## src/rtl/core/ddws_pkg.sv

```systemverilog
// Shared types and constants for the differential-drive wheel speed gate.
package ddws_pkg;

  // Configuration port geometry
  localparam int CFG_IDX_W  = 3;
  localparam int CFG_DATA_W = 16;

  // Datapath widths
  localparam int VEL_W  = 16;                 // command fields
  localparam int QUAL_W = 4;                  // fix quality code
  localparam int LIM_W  = 15;                 // speed limit
  localparam int LIN_W  = 27;                 // 2000 * v
  localparam int TURN_W = 33;                 // sep * omega
  localparam int NUM_W  = 34;                 // 2000 * v -/+ sep * omega
  localparam int QUO_W  = 15;                 // quotient bits below saturation
  localparam int DEN_W  = 35;                 // radius * 2000 * 256
  localparam int PROD_W = DEN_W + QUO_W;      // |num| * gain, 50 bits
  localparam int CNT_W  = $clog2(QUO_W + 1);

  // Fixed scale factors
  localparam logic [10:0] LIN_SCALE = 11'd2000;
  localparam logic [18:0] DEN_SCALE = 19'd512000;

  localparam logic [QUAL_W-1:0] GOOD_FIX_QUALITY = 4'd4;

  // Input event codes
  typedef enum logic [1:0] {
    ACT_COMMAND = 2'd0,
    ACT_FIX     = 2'd1,
    ACT_TICK    = 2'd2
  } action_t;

  // Configuration register indexes
  typedef enum logic [CFG_IDX_W-1:0] {
    CFG_SEPARATION   = 3'd0,
    CFG_LEFT_RADIUS  = 3'd1,
    CFG_RIGHT_RADIUS = 3'd2,
    CFG_LEFT_GAIN    = 3'd3,
    CFG_RIGHT_GAIN   = 3'd4,
    CFG_SPEED_LIMIT  = 3'd5,
    CFG_FORCE_DRIVE  = 3'd6
  } cfg_idx_t;

  // Controller states
  typedef enum logic [2:0] {
    ST_IDLE,
    ST_SUM,
    ST_PROD,
    ST_START,
    ST_DIVIDE,
    ST_OUTPUT
  } state_t;

  // Controller to datapath commands
  typedef struct packed {
    logic load_cmd;
    logic load_fix;
    logic capture;
    logic sum;
    logic prod;
    logic div_start;
    logic out_load;
  } dp_cmd_t;

  // Datapath to controller status
  typedef struct packed {
    logic div_done;
    logic out_free;
  } dp_status_t;

endpackage

```

## src/rtl/core/ddws_ctrl.sv

```systemverilog
// Controller: event decode and sequencing of the wheel computation.
module ddws_ctrl (
  input  logic                  clk,
  input  logic                  rst_n,
  input  logic                  in_valid,
  input  logic [1:0]            in_action,
  output logic                  in_stall,
  input  ddws_pkg::dp_status_t  status,
  output ddws_pkg::dp_cmd_t     cmd
);

  ddws_pkg::state_t state_r, state_nxt;

  // State register
  always_ff @(posedge clk) begin
    if (!rst_n) begin
      state_r <= ddws_pkg::ST_IDLE;
    end else begin
      state_r <= state_nxt;
    end
  end

  // Next state and commands
  always_comb begin
    state_nxt = state_r;
    cmd       = '0;
    in_stall  = 1'b1;
    unique case (state_r)
      ddws_pkg::ST_IDLE: begin
        in_stall = 1'b0;
        if (in_valid) begin
          unique case (ddws_pkg::action_t'(in_action))
            ddws_pkg::ACT_COMMAND: cmd.load_cmd = 1'b1;
            ddws_pkg::ACT_FIX:     cmd.load_fix = 1'b1;
            ddws_pkg::ACT_TICK: begin
              cmd.capture = 1'b1;
              state_nxt   = ddws_pkg::ST_SUM;
            end
            default: ;
          endcase
        end
      end
      ddws_pkg::ST_SUM: begin
        cmd.sum   = 1'b1;
        state_nxt = ddws_pkg::ST_PROD;
      end
      ddws_pkg::ST_PROD: begin
        cmd.prod  = 1'b1;
        state_nxt = ddws_pkg::ST_START;
      end
      ddws_pkg::ST_START: begin
        cmd.div_start = 1'b1;
        state_nxt     = ddws_pkg::ST_DIVIDE;
      end
      ddws_pkg::ST_DIVIDE: begin
        if (status.div_done) begin
          state_nxt = ddws_pkg::ST_OUTPUT;
        end
      end
      ddws_pkg::ST_OUTPUT: begin
        if (status.out_free) begin
          cmd.out_load = 1'b1;
          state_nxt    = ddws_pkg::ST_IDLE;
        end
      end
      default: state_nxt = ddws_pkg::ST_IDLE;
    endcase
  end

endmodule

```

## config.mk

```make
export PLATFORM = sky130hd
export DESIGN_NAME = ddws_ctrl
export DESIGN_NICKNAME = d
export VERILOG_FILES = /design/src/rtl/core/ddws_pkg.sv /design/src/rtl/core/ddws_ctrl.sv
export SDC_FILE = /design/constraint.sdc
export NUM_CORES = 1
export LEC_CHECK = 0
export CORE_AREA = 2 2 39 41
export CTS_CLUSTER_SIZE = 12
export DETAILED_ROUTE_END_ITERATION = 16
export DIE_AREA = 0 0 41 43
export DONT_BUFFER_PORTS = 1
export PLACE_DENSITY_LB_ADDON = 0.2
export REMOVE_ABC_BUFFERS = 1
export SLEW_MARGIN = 25
export SYNTH_ARGS = -nofsm -noshare
export SYNTH_HDL_FRONTEND = slang
export SYNTH_SLANG_ARGS = --single-unit
```

## constraint.sdc

```tcl
create_clock -name clk -period 1.2 [get_ports clk]
set_input_delay 0.24 -clock clk [delete_from_list [all_inputs] [get_ports clk]]
set_output_delay 0.24 -clock clk [all_outputs]
set_load 0.02 [all_outputs]
```

==> results of run 1 <==
## area by class of cell
| class | count | area [um^2] |
|---|---|---|
| fill | 146 | 992 |
| multi-input combinational | 19 | 183 |
| timing repair buffer | 11 | 86.3 |
| sequential | 3 | 66.3 |
| clock buffer | 4 | 26.3 |
| tap | 16 | 20.0 |
| inverter | 2 | 10.0 |
## where the power goes
group	switching (uW)	total (uW)	leakage, uW	internal (uW)
Clock	56.5	181	0.0000150	125
Combinational	60.3	125	0.000137	64.5
Sequential	12.5	120	0.0000261	108
## worst max-delay path, cell delays in order (launching register included)
cell     delay (ns)
dfxtp_2        0.32
nor3_4         0.20
nand2_2        0.10
nor3b_2        0.16
buf_4          0.16
## logic make-up (layout without fill, tap and decap cells)
logic type | after synthesis | in the layout | share of synthesized area, %
xor gates and xnor gates | 1 | 1 | 3.27
AOI/OAI and AO/OA | 5 | 5 | 14.0
and+or+nand+nor | 13 | 13 | 44.9
DFF | 3 | 3 | 22.4
buffers and inverters | 5 | 17 | 15.4
## layout by cell type, fill, tap and decap left out
cell and instances:
o211a_1 1, o21a_1 1, inv_1 1, nand2_2 1
and4b_2 1, inv_4 1, nor3_4 1, clkbuf_1 1
nor3_1 1, nor3b_1 1, nand2b_1 1, buf_6 1
a21oi_1 2, xnor2_1 1, nor3b_2 4, and3b_2 1
dfxtp_4 1, nor3_2 1, a311o_1 1, clkbuf_4 3
dfxtp_2 2, nand2b_4 1, buf_4 10
## metal layers
metal  share of wire [%]  vias to the layer above  track usage [%]  wire length [um]
li1                    -                      118                -                 -
met1                  36                      108             8.65               236
met2                  54                       11             12.2               350
met3                 9.8                        0             5.76                64
met4                   0                        0             6.00                 0
met5                   0                        -                0                 0
## repair_timing
action                                  in CTS  in global routing
pin swaps                                    2                  3
endpoints found under the setup margin       8                  8
setup buffers                                3                  2
cloned                                       0                  0
resized for setup                           11                  1
## how the worst min path moves through the flow
stage / start / endpoint / slack [ns] / depth (start not counted)
floorplan: rst_n / state_r[2] / 0.36 / 1
global placement: rst_n / state_r[2] / 0.37 / 1
detailed placement: rst_n / state_r[2] / 0.38 / 1
CTS: rst_n / state_r[2] / 0.13 / 1
global route: rst_n / state_r[2] / 0.12 / 1
finish: rst_n / state_r[2] / 0.14 / 1
## stage by stage
step	hold slack (ns)	TNS [ns]	util (%)	cells
global route	0.121	-1.25	28.3	55
floorplan	0.358	-0.524	-	24
detailed placement	0.376	0	22.2	47
global placement	0.369	0	22.2	47
CTS	0.129	-1.11	27.8	54
finish	0.138	-0.890	28.3	55
==> reports/results.tsv, run 1 <==
metric	value	unit
clock_skew	0.00429	ns
cts.sinks	3	
grt_max_degree	10	
rsz0062_at_grt	true	
fp-row-count	14	
clockRootBuffer	clkbuf_4	
track_usage	8.63	%
dpl_cell_area	307	um^2
setup_viol	7	
core-area	0.00138	mm^2
vias	237	
yosysWarnings	0	
n_antenna_cell	0	
power_leakage	0.000178	uW
ys_ff_latch	3	
synth_commonest_cells	3 x buf_6, 3 x dfxtp_1, 3 x nor3b_1	
vdd_drop_max	386	uV
p_per_area	1090	mW/mm^2
routedWlPerCell	11.8	um
seq_area_frac_synth	22.4	%
synthArstFlopShare	0	%
grt_pass1_vias	238	
dieArea	0.00176	mm^2
synth_cells	27	
reg2reg_depth	3	
wl	651	um
dpl_worst_slack	0.000927	ns
htree_levels	1	
arrival	1.18	ns
critical_path_class	flop to primary output	
crit_start	state_r[0]	
maxSlewViolCount	0	
slew_headroom	89.4	%
violations	negative setup slack	
final_nets	47	
top_regs	state_r: 3 flops	
synth_edf_count	0	
synth_area	268	um^2
clkTransAtPathRegs	0.04	ns
clock_path_buffers	2	
grt_pass1_wl	959	um
startpoint_type	flop	
cp_data_required_time	0.96	ns
avgSynthCellArea	9.92	um^2
synthFlopType	dfxtp_1	
rrSetupSlack	0.14	ns
cp_max_fo	3	
fmax	704	MHz
yosys.area.top_type	dfxtp_1	
grt_overflow_total	0	
area_delta_synth_final	46.3	%
yosysUniqueCellTypes	17	
fin_area	392	um^2
ioPinCount	15	
r2r_start	state_r[0]	
insertion_delay	0.24	ns
cts_inserted_buffers	3	
hp-class	primary input to flop	
die_h	43	um
setup_slack	-0.220	ns
regMostFlops	state_r	
cts_hold_buf	0	
numPortBuffers	0	
dr.pass1.iters	4	
power	427	uW
fin_crit_sh	118	%
initialDrtViolationCount	2	
via_per_inst	4.31	
drc	0	
fin_crit	1.42	ns
tightestPinTransition	0.158	ns
final-hold-violation-count	0	
antenna_found_initial	0	
status	finished with violations	
end_kind	primary output	
drive_gt1_share	71.8	%
start_util	19.3	%
endpoint	cmd[4]	
fp.dieW	41	um
ant_nets	0	
cts_tree	done	
yosys-top-cells-area	dfxtp_1 22%, buf_6 13%, nor3b_2 9.3%, nor3b_1 8.4%, nor3_4 6.1%	
largest_register_ffs	3	
synth_top_area_share	22.4	%
dp.final_hpwl	421	um
gp_congestion	0.587	
worstReg2RegEnd	state_r[2]	
drv_cap	0	
(Power assumes the default switching activity.)
==> inputs of run 2 (changes only) <==
--- a/config.mk
+++ b/config.mk
@@ -14,2 +14,3 @@
 export REMOVE_ABC_BUFFERS = 1
+export SETUP_SLACK_MARGIN = 0.1
 export SLEW_MARGIN = 25
==> constraint.sdc (replaced) <==
create_clock -name clk -period 1.15 [get_ports clk]
set_input_delay 0.345 -clock clk [delete_from_list [all_inputs] [get_ports clk]]
set_output_delay 0.345 -clock clk [all_outputs]
set_load 0.02 [all_outputs]
==> reports/results.tsv, run 2 (synthesized netlist as in run 1, its figures left out) <==
metric	value	unit	change
cts.sinks	3		unchanged
end_kind	primary output		
final_common_cell	buf_4		
final-hold-violation-count	0		unchanged
grt_pass1_wl	890	um	-7.2%
wl	613	um	-5.8%
dp_cells	51		+8.5%
maxSlewViolCount	0		unchanged
htree_levels	1		unchanged
die_h	43	um	unchanged
rsz0062_at_grt	true		
regMostFlops	state_r		
critical_path_class	flop to primary output		
cts_inserted_buffers	3		unchanged
fmax	640	MHz	
dpl_worst_slack	-0.197	ns	-0.198 ns
cts_tree	done		
cp_max_fo	3		unchanged
antenna_found_initial	0		unchanged
mostFrequentLayoutCells	13 x buf_4, 4 x nor3b_2, 3 x clkbuf_4, 3 x buf_6		
setup_viol	10		+3
routedWlPerCell	10.2	um	-14%
dr.pass1.iters	1		-3
tightestPinTransition	0.158	ns	+0.000176 ns
drc	0		unchanged
setup_slack	-0.412	ns	-0.192 ns
grt_overflow_total	0		unchanged
fin_crit_sh	136	%	
insertion_delay	0.23	ns	about the same
power_leakage	0.000208	uW	+16%
gp_congestion	0.570		-2.9%
stdcell_count	60		+9.1%
top_regs	state_r: 3 flops		
grt_max_degree	9		-1
fp-row-count	14		unchanged
slew_headroom	89.4	%	about the same
p_per_area	1010	mW/mm^2	-7.4%
numPortBuffers	0		unchanged
dieArea	0.00176	mm^2	unchanged
initialDrtViolationCount	0		-2
status	finished with violations		
drv_cap	0		unchanged
area_delta_synth_final	64.5	%	
hp-class	primary input to flop		
arrival	1.22	ns	+0.04 ns
tns	-2.61	ns	-1.72 ns
vias	256		+8.0%
clockRootBuffer	clkbuf_4		
vdd_drop_max	367	uV	-4.9%
drive_gt1_share	75.0	%	+3.2 points
cts_hold_buf	0		unchanged
clock_path_buffers	2		unchanged
clkTransAtPathRegs	0.04	ns	about the same
largest_register_ffs	3		unchanged
fp.dieW	41	um	unchanged
violations	negative setup slack		
fin_crit	1.56	ns	
grt_pass1_vias	232		-2.5%
via_per_inst	4.27		-0.98%
clock_skew	0.00248	ns	-0.00181 ns
startpoint_type	flop		
core-area	0.00138	mm^2	unchanged
final_nets	52		+11%
track_usage	7.93	%	-0.69 points
ant_nets	0		unchanged
n_antenna_cell	0		unchanged
cp_data_required_time	0.81	ns	-0.15 ns
dp.final_hpwl	456	um	+8.5%
ioPinCount	15		unchanged
power	444	uW	+4.2%
start_util	19.3	%	unchanged
-- run 2: changes by cell type in the layout (fill, tap and decap cells not counted) --
cell,delta
nor3_1,-1
dfxtp_2,-1
buf_4,+3
dfxtp_1,+1
nor3_2,+1
buf_6,+2
-- run 2: final timing paths --
check	startpoint	endpoint	slack [ns]	cells after the start
worst max-delay path	state_r[2]	cmd[1]	-0.41	4
worst min register to register	state_r[2]	state_r[1]	0.70	4
worst max register to register	state_r[2]	state_r[0]	-0.04	5
worst min-delay path	rst_n	state_r[2]	0.23	1
-- run 2: per-stage QoR --
step / instance area, um^2 / hold WS [ns] / util [%]
detailed placement: 337 / 0.476 / 24.3
global placement: 337 / 0.470 / 24.3
floorplan: 234 / 0.463 / -
global route: 440 / 0.225 / 31.8
CTS: 394 / 0.223 / 28.5
finish: 440 / 0.235 / 31.8
-- run 2: final cells by class --
cell class / instances / area (um^2)
inverters: 2 / 10.0
fillers: 149 / 943
clock buffers: 4 / 26.3
repair buffers: 16 / 131
multi-input cells: 19 / 188
flip-flops and latches: 3 / 65.1
well taps: 16 / 20.0
-- run 2: routing by layer --
layer | up-vias | global-route usage (%) | part of all wire [%]
met1 | 119 | 8.04 | 39
met2 | 6 | 10.9 | 53
met3 | 0 | 3.66 | 8.6
met4 | 0 | 8.00 | 0
met5 | - | 0 | 0
li1 | 131 | - | -
-- run 2: repair_timing --
action                     CTS  global route
pin swaps                    2             1
buffers inserted             2             3
setup endpoints to repair   10            10
gates resized for setup      6             7
-- run 2: critical path: stages, from the launching register on --
cell,delay [ns]
dfxtp_4,0.35
buf_4,0.13
buf_6,0.11
buf_6,0.10
and3b_2,0.30
-- run 2: report_power, final --
part	internal (uW)	leakage (uW)	switching, uW
combinational	75.2	0.000167	65.4
sequential	110	0.0000256	11.2
clock	130	0.0000150	52.4
==> inputs of run 3 (changes only) <==
--- a/constraint.sdc
+++ b/constraint.sdc
@@ -3,2 +3,2 @@
 set_output_delay 0.345 -clock clk [all_outputs]
-set_load 0.02 [all_outputs]
+set_load 0.1 [all_outputs]
==> reports/results.tsv, run 3 (synthesized netlist as in run 1, its figures left out) <==
metric	value	unit	change
status	finished with violations		
violations	negative setup slack		
grt_pass1_vias	294		+27%
n_antenna_cell	0		unchanged
dpl_cell_area	505	um^2	+50%
drc	0		unchanged
maxSlewViolCount	0		unchanged
setup_slack	-0.506	ns	-0.0944 ns
initialDrtViolationCount	1		+1
via_per_inst	4.25		-0.49%
numPortBuffers	0		unchanged
end_kind	primary output		
grt_max_degree	8		-1
vdd_drop_max	423	uV	+15%
critical_path_class	flop to primary output		
fin_crit	1.66	ns	+0.0944 ns
cts_hold_buf	0		unchanged
routedWlPerCell	11.7	um	+14%
clock_skew	0.000410	ns	-0.00207 ns
core-area	0.00138	mm^2	unchanged
top_regs	state_r: 3 flops		
die_h	43	um	unchanged
final_common_cell	buf_4		
dp.final_hpwl	574	um	+26%
drv_cap	0		unchanged
final_nets	53		+1.9%
gp_congestion	0.630		+11%
final-hold-violation-count	0		unchanged
hp-class	primary input to flop		
fin_crit_sh	144	%	+8.2 points
clkTransAtPathRegs	0.04	ns	about the same
cts.sinks	3		unchanged
mostFrequentLayoutCells	5 x buf_4, 4 x buf_12, 4 x buf_6, 4 x clkbuf_16		
wl	712	um	+16%
fp.dieW	41	um	unchanged
cp_max_fo	3		unchanged
slew_headroom	87.2	%	-2.2 points
arrival	1.31	ns	+0.09 ns
insertion_delay	0.23	ns	about the same
clock_path_buffers	2		unchanged
dp_cells	54		+5.9%
drive_gt1_share	80.0	%	+5.0 points
vias	259		+1.2%
power	669	uW	+51%
track_usage	10.2	%	+2.2 points
setup_viol	9		-1
regMostFlops	state_r		
stdcell_count	61		+1.7%
ant_nets	0		unchanged
power_leakage	0.000258	uW	+24%
start_util	19.3	%	unchanged
p_per_area	1080	mW/mm^2	+6.9%
cp_data_required_time	0.81	ns	about the same
startpoint_type	flop		
dieArea	0.00176	mm^2	unchanged
fin_area	621	um^2	+41%
grt_pass1_wl	1.17	mm	+32%
largest_register_ffs	3		unchanged
grt_overflow_total	0		unchanged
cts_inserted_buffers	3		unchanged
ioPinCount	15		unchanged
tns	-3.48	ns	-0.863 ns
tightestPinTransition	0.191	ns	+0.0323 ns
fp-row-count	14		unchanged
fmax	604	MHz	-5.7%
fillers	128		-14%
htree_levels	1		unchanged
antenna_found_initial	0		unchanged
clockRootBuffer	clkbuf_4		
rsz0062_at_grt	true		
dr.pass1.iters	2		+1
area_delta_synth_final	132	%	
cts_tree	done		
-- run 3: cell count changes in the layout (fill, tap and decap cells not counted), sizes merged --
cell / delta
clkbuf: +4
buf: -3
-- run 3: layout make-up --
type / instances / area [um^2] / area share (%)
Timing Repair Buffer: 17 / 263 / 42.3
Multi-Input combinational cell: 19 / 235 / 37.9
Sequential cell: 3 / 66.3 / 10.7
Clock buffer: 4 / 26.3 / 4.23
Tap cell: 16 / 20.0 / 3.23
Inverter: 2 / 10.0 / 1.61
-- run 3: worst max-delay path, stage by stage (launching register included) --
cell,delay [ns]
dfxtp_2,0.32
nor3_4,0.22
nand2_4,0.11
nor3b_4,0.22
buf_12,0.20
-- run 3: timing repair --
action,CTS,global route
buffers inserted,3,1
endpoints found under the setup margin,10,11
gates resized for setup,11,7
pin swaps,5,2
-- run 3: where the power goes --
| group | leakage, uW | switching, uW | internal, uW |
|---|---|---|---|
| logic | 0.000217 | 203 | 159 |
| clock network | 0.0000150 | 52.2 | 130 |
| registers | 0.0000261 | 12.4 | 113 |
| total | 0.000258 | 267 | 402 |
-- run 3: path summary, 6_finish.rpt --
check        cells after the start    endpoint  slack [ns]  startpoint
max                              4      cmd[4]       -0.51  state_r[0]
min                              1  state_r[2]        0.25       rst_n
max reg2reg                      5  state_r[2]       -0.09  state_r[0]
min reg2reg                      3  state_r[1]        0.69  state_r[2]
-- run 3: metrics by stage --
| stage | utilization (%) | hold slack [ns] | setup WS, ns |
|---|---|---|---|
| finish | 44.8 | 0.247 | -0.506 |
| global route | 44.8 | 0.244 | -0.564 |
| CTS | 42.7 | 0.237 | -0.526 |
| detailed placement | 36.5 | 0.486 | -0.294 |
| global placement | 36.5 | 0.470 | -0.252 |
| floorplan | - | 0.463 | -1.91 |
-- run 3: per-layer routing --
layer	share of wire (%)	vias up	global-route usage, %
met4	0	0	8.00
li1	-	132	-
met3	7.2	0	3.14
met2	62	7	17.8
met1	30	120	8.39
met5	0	-	0
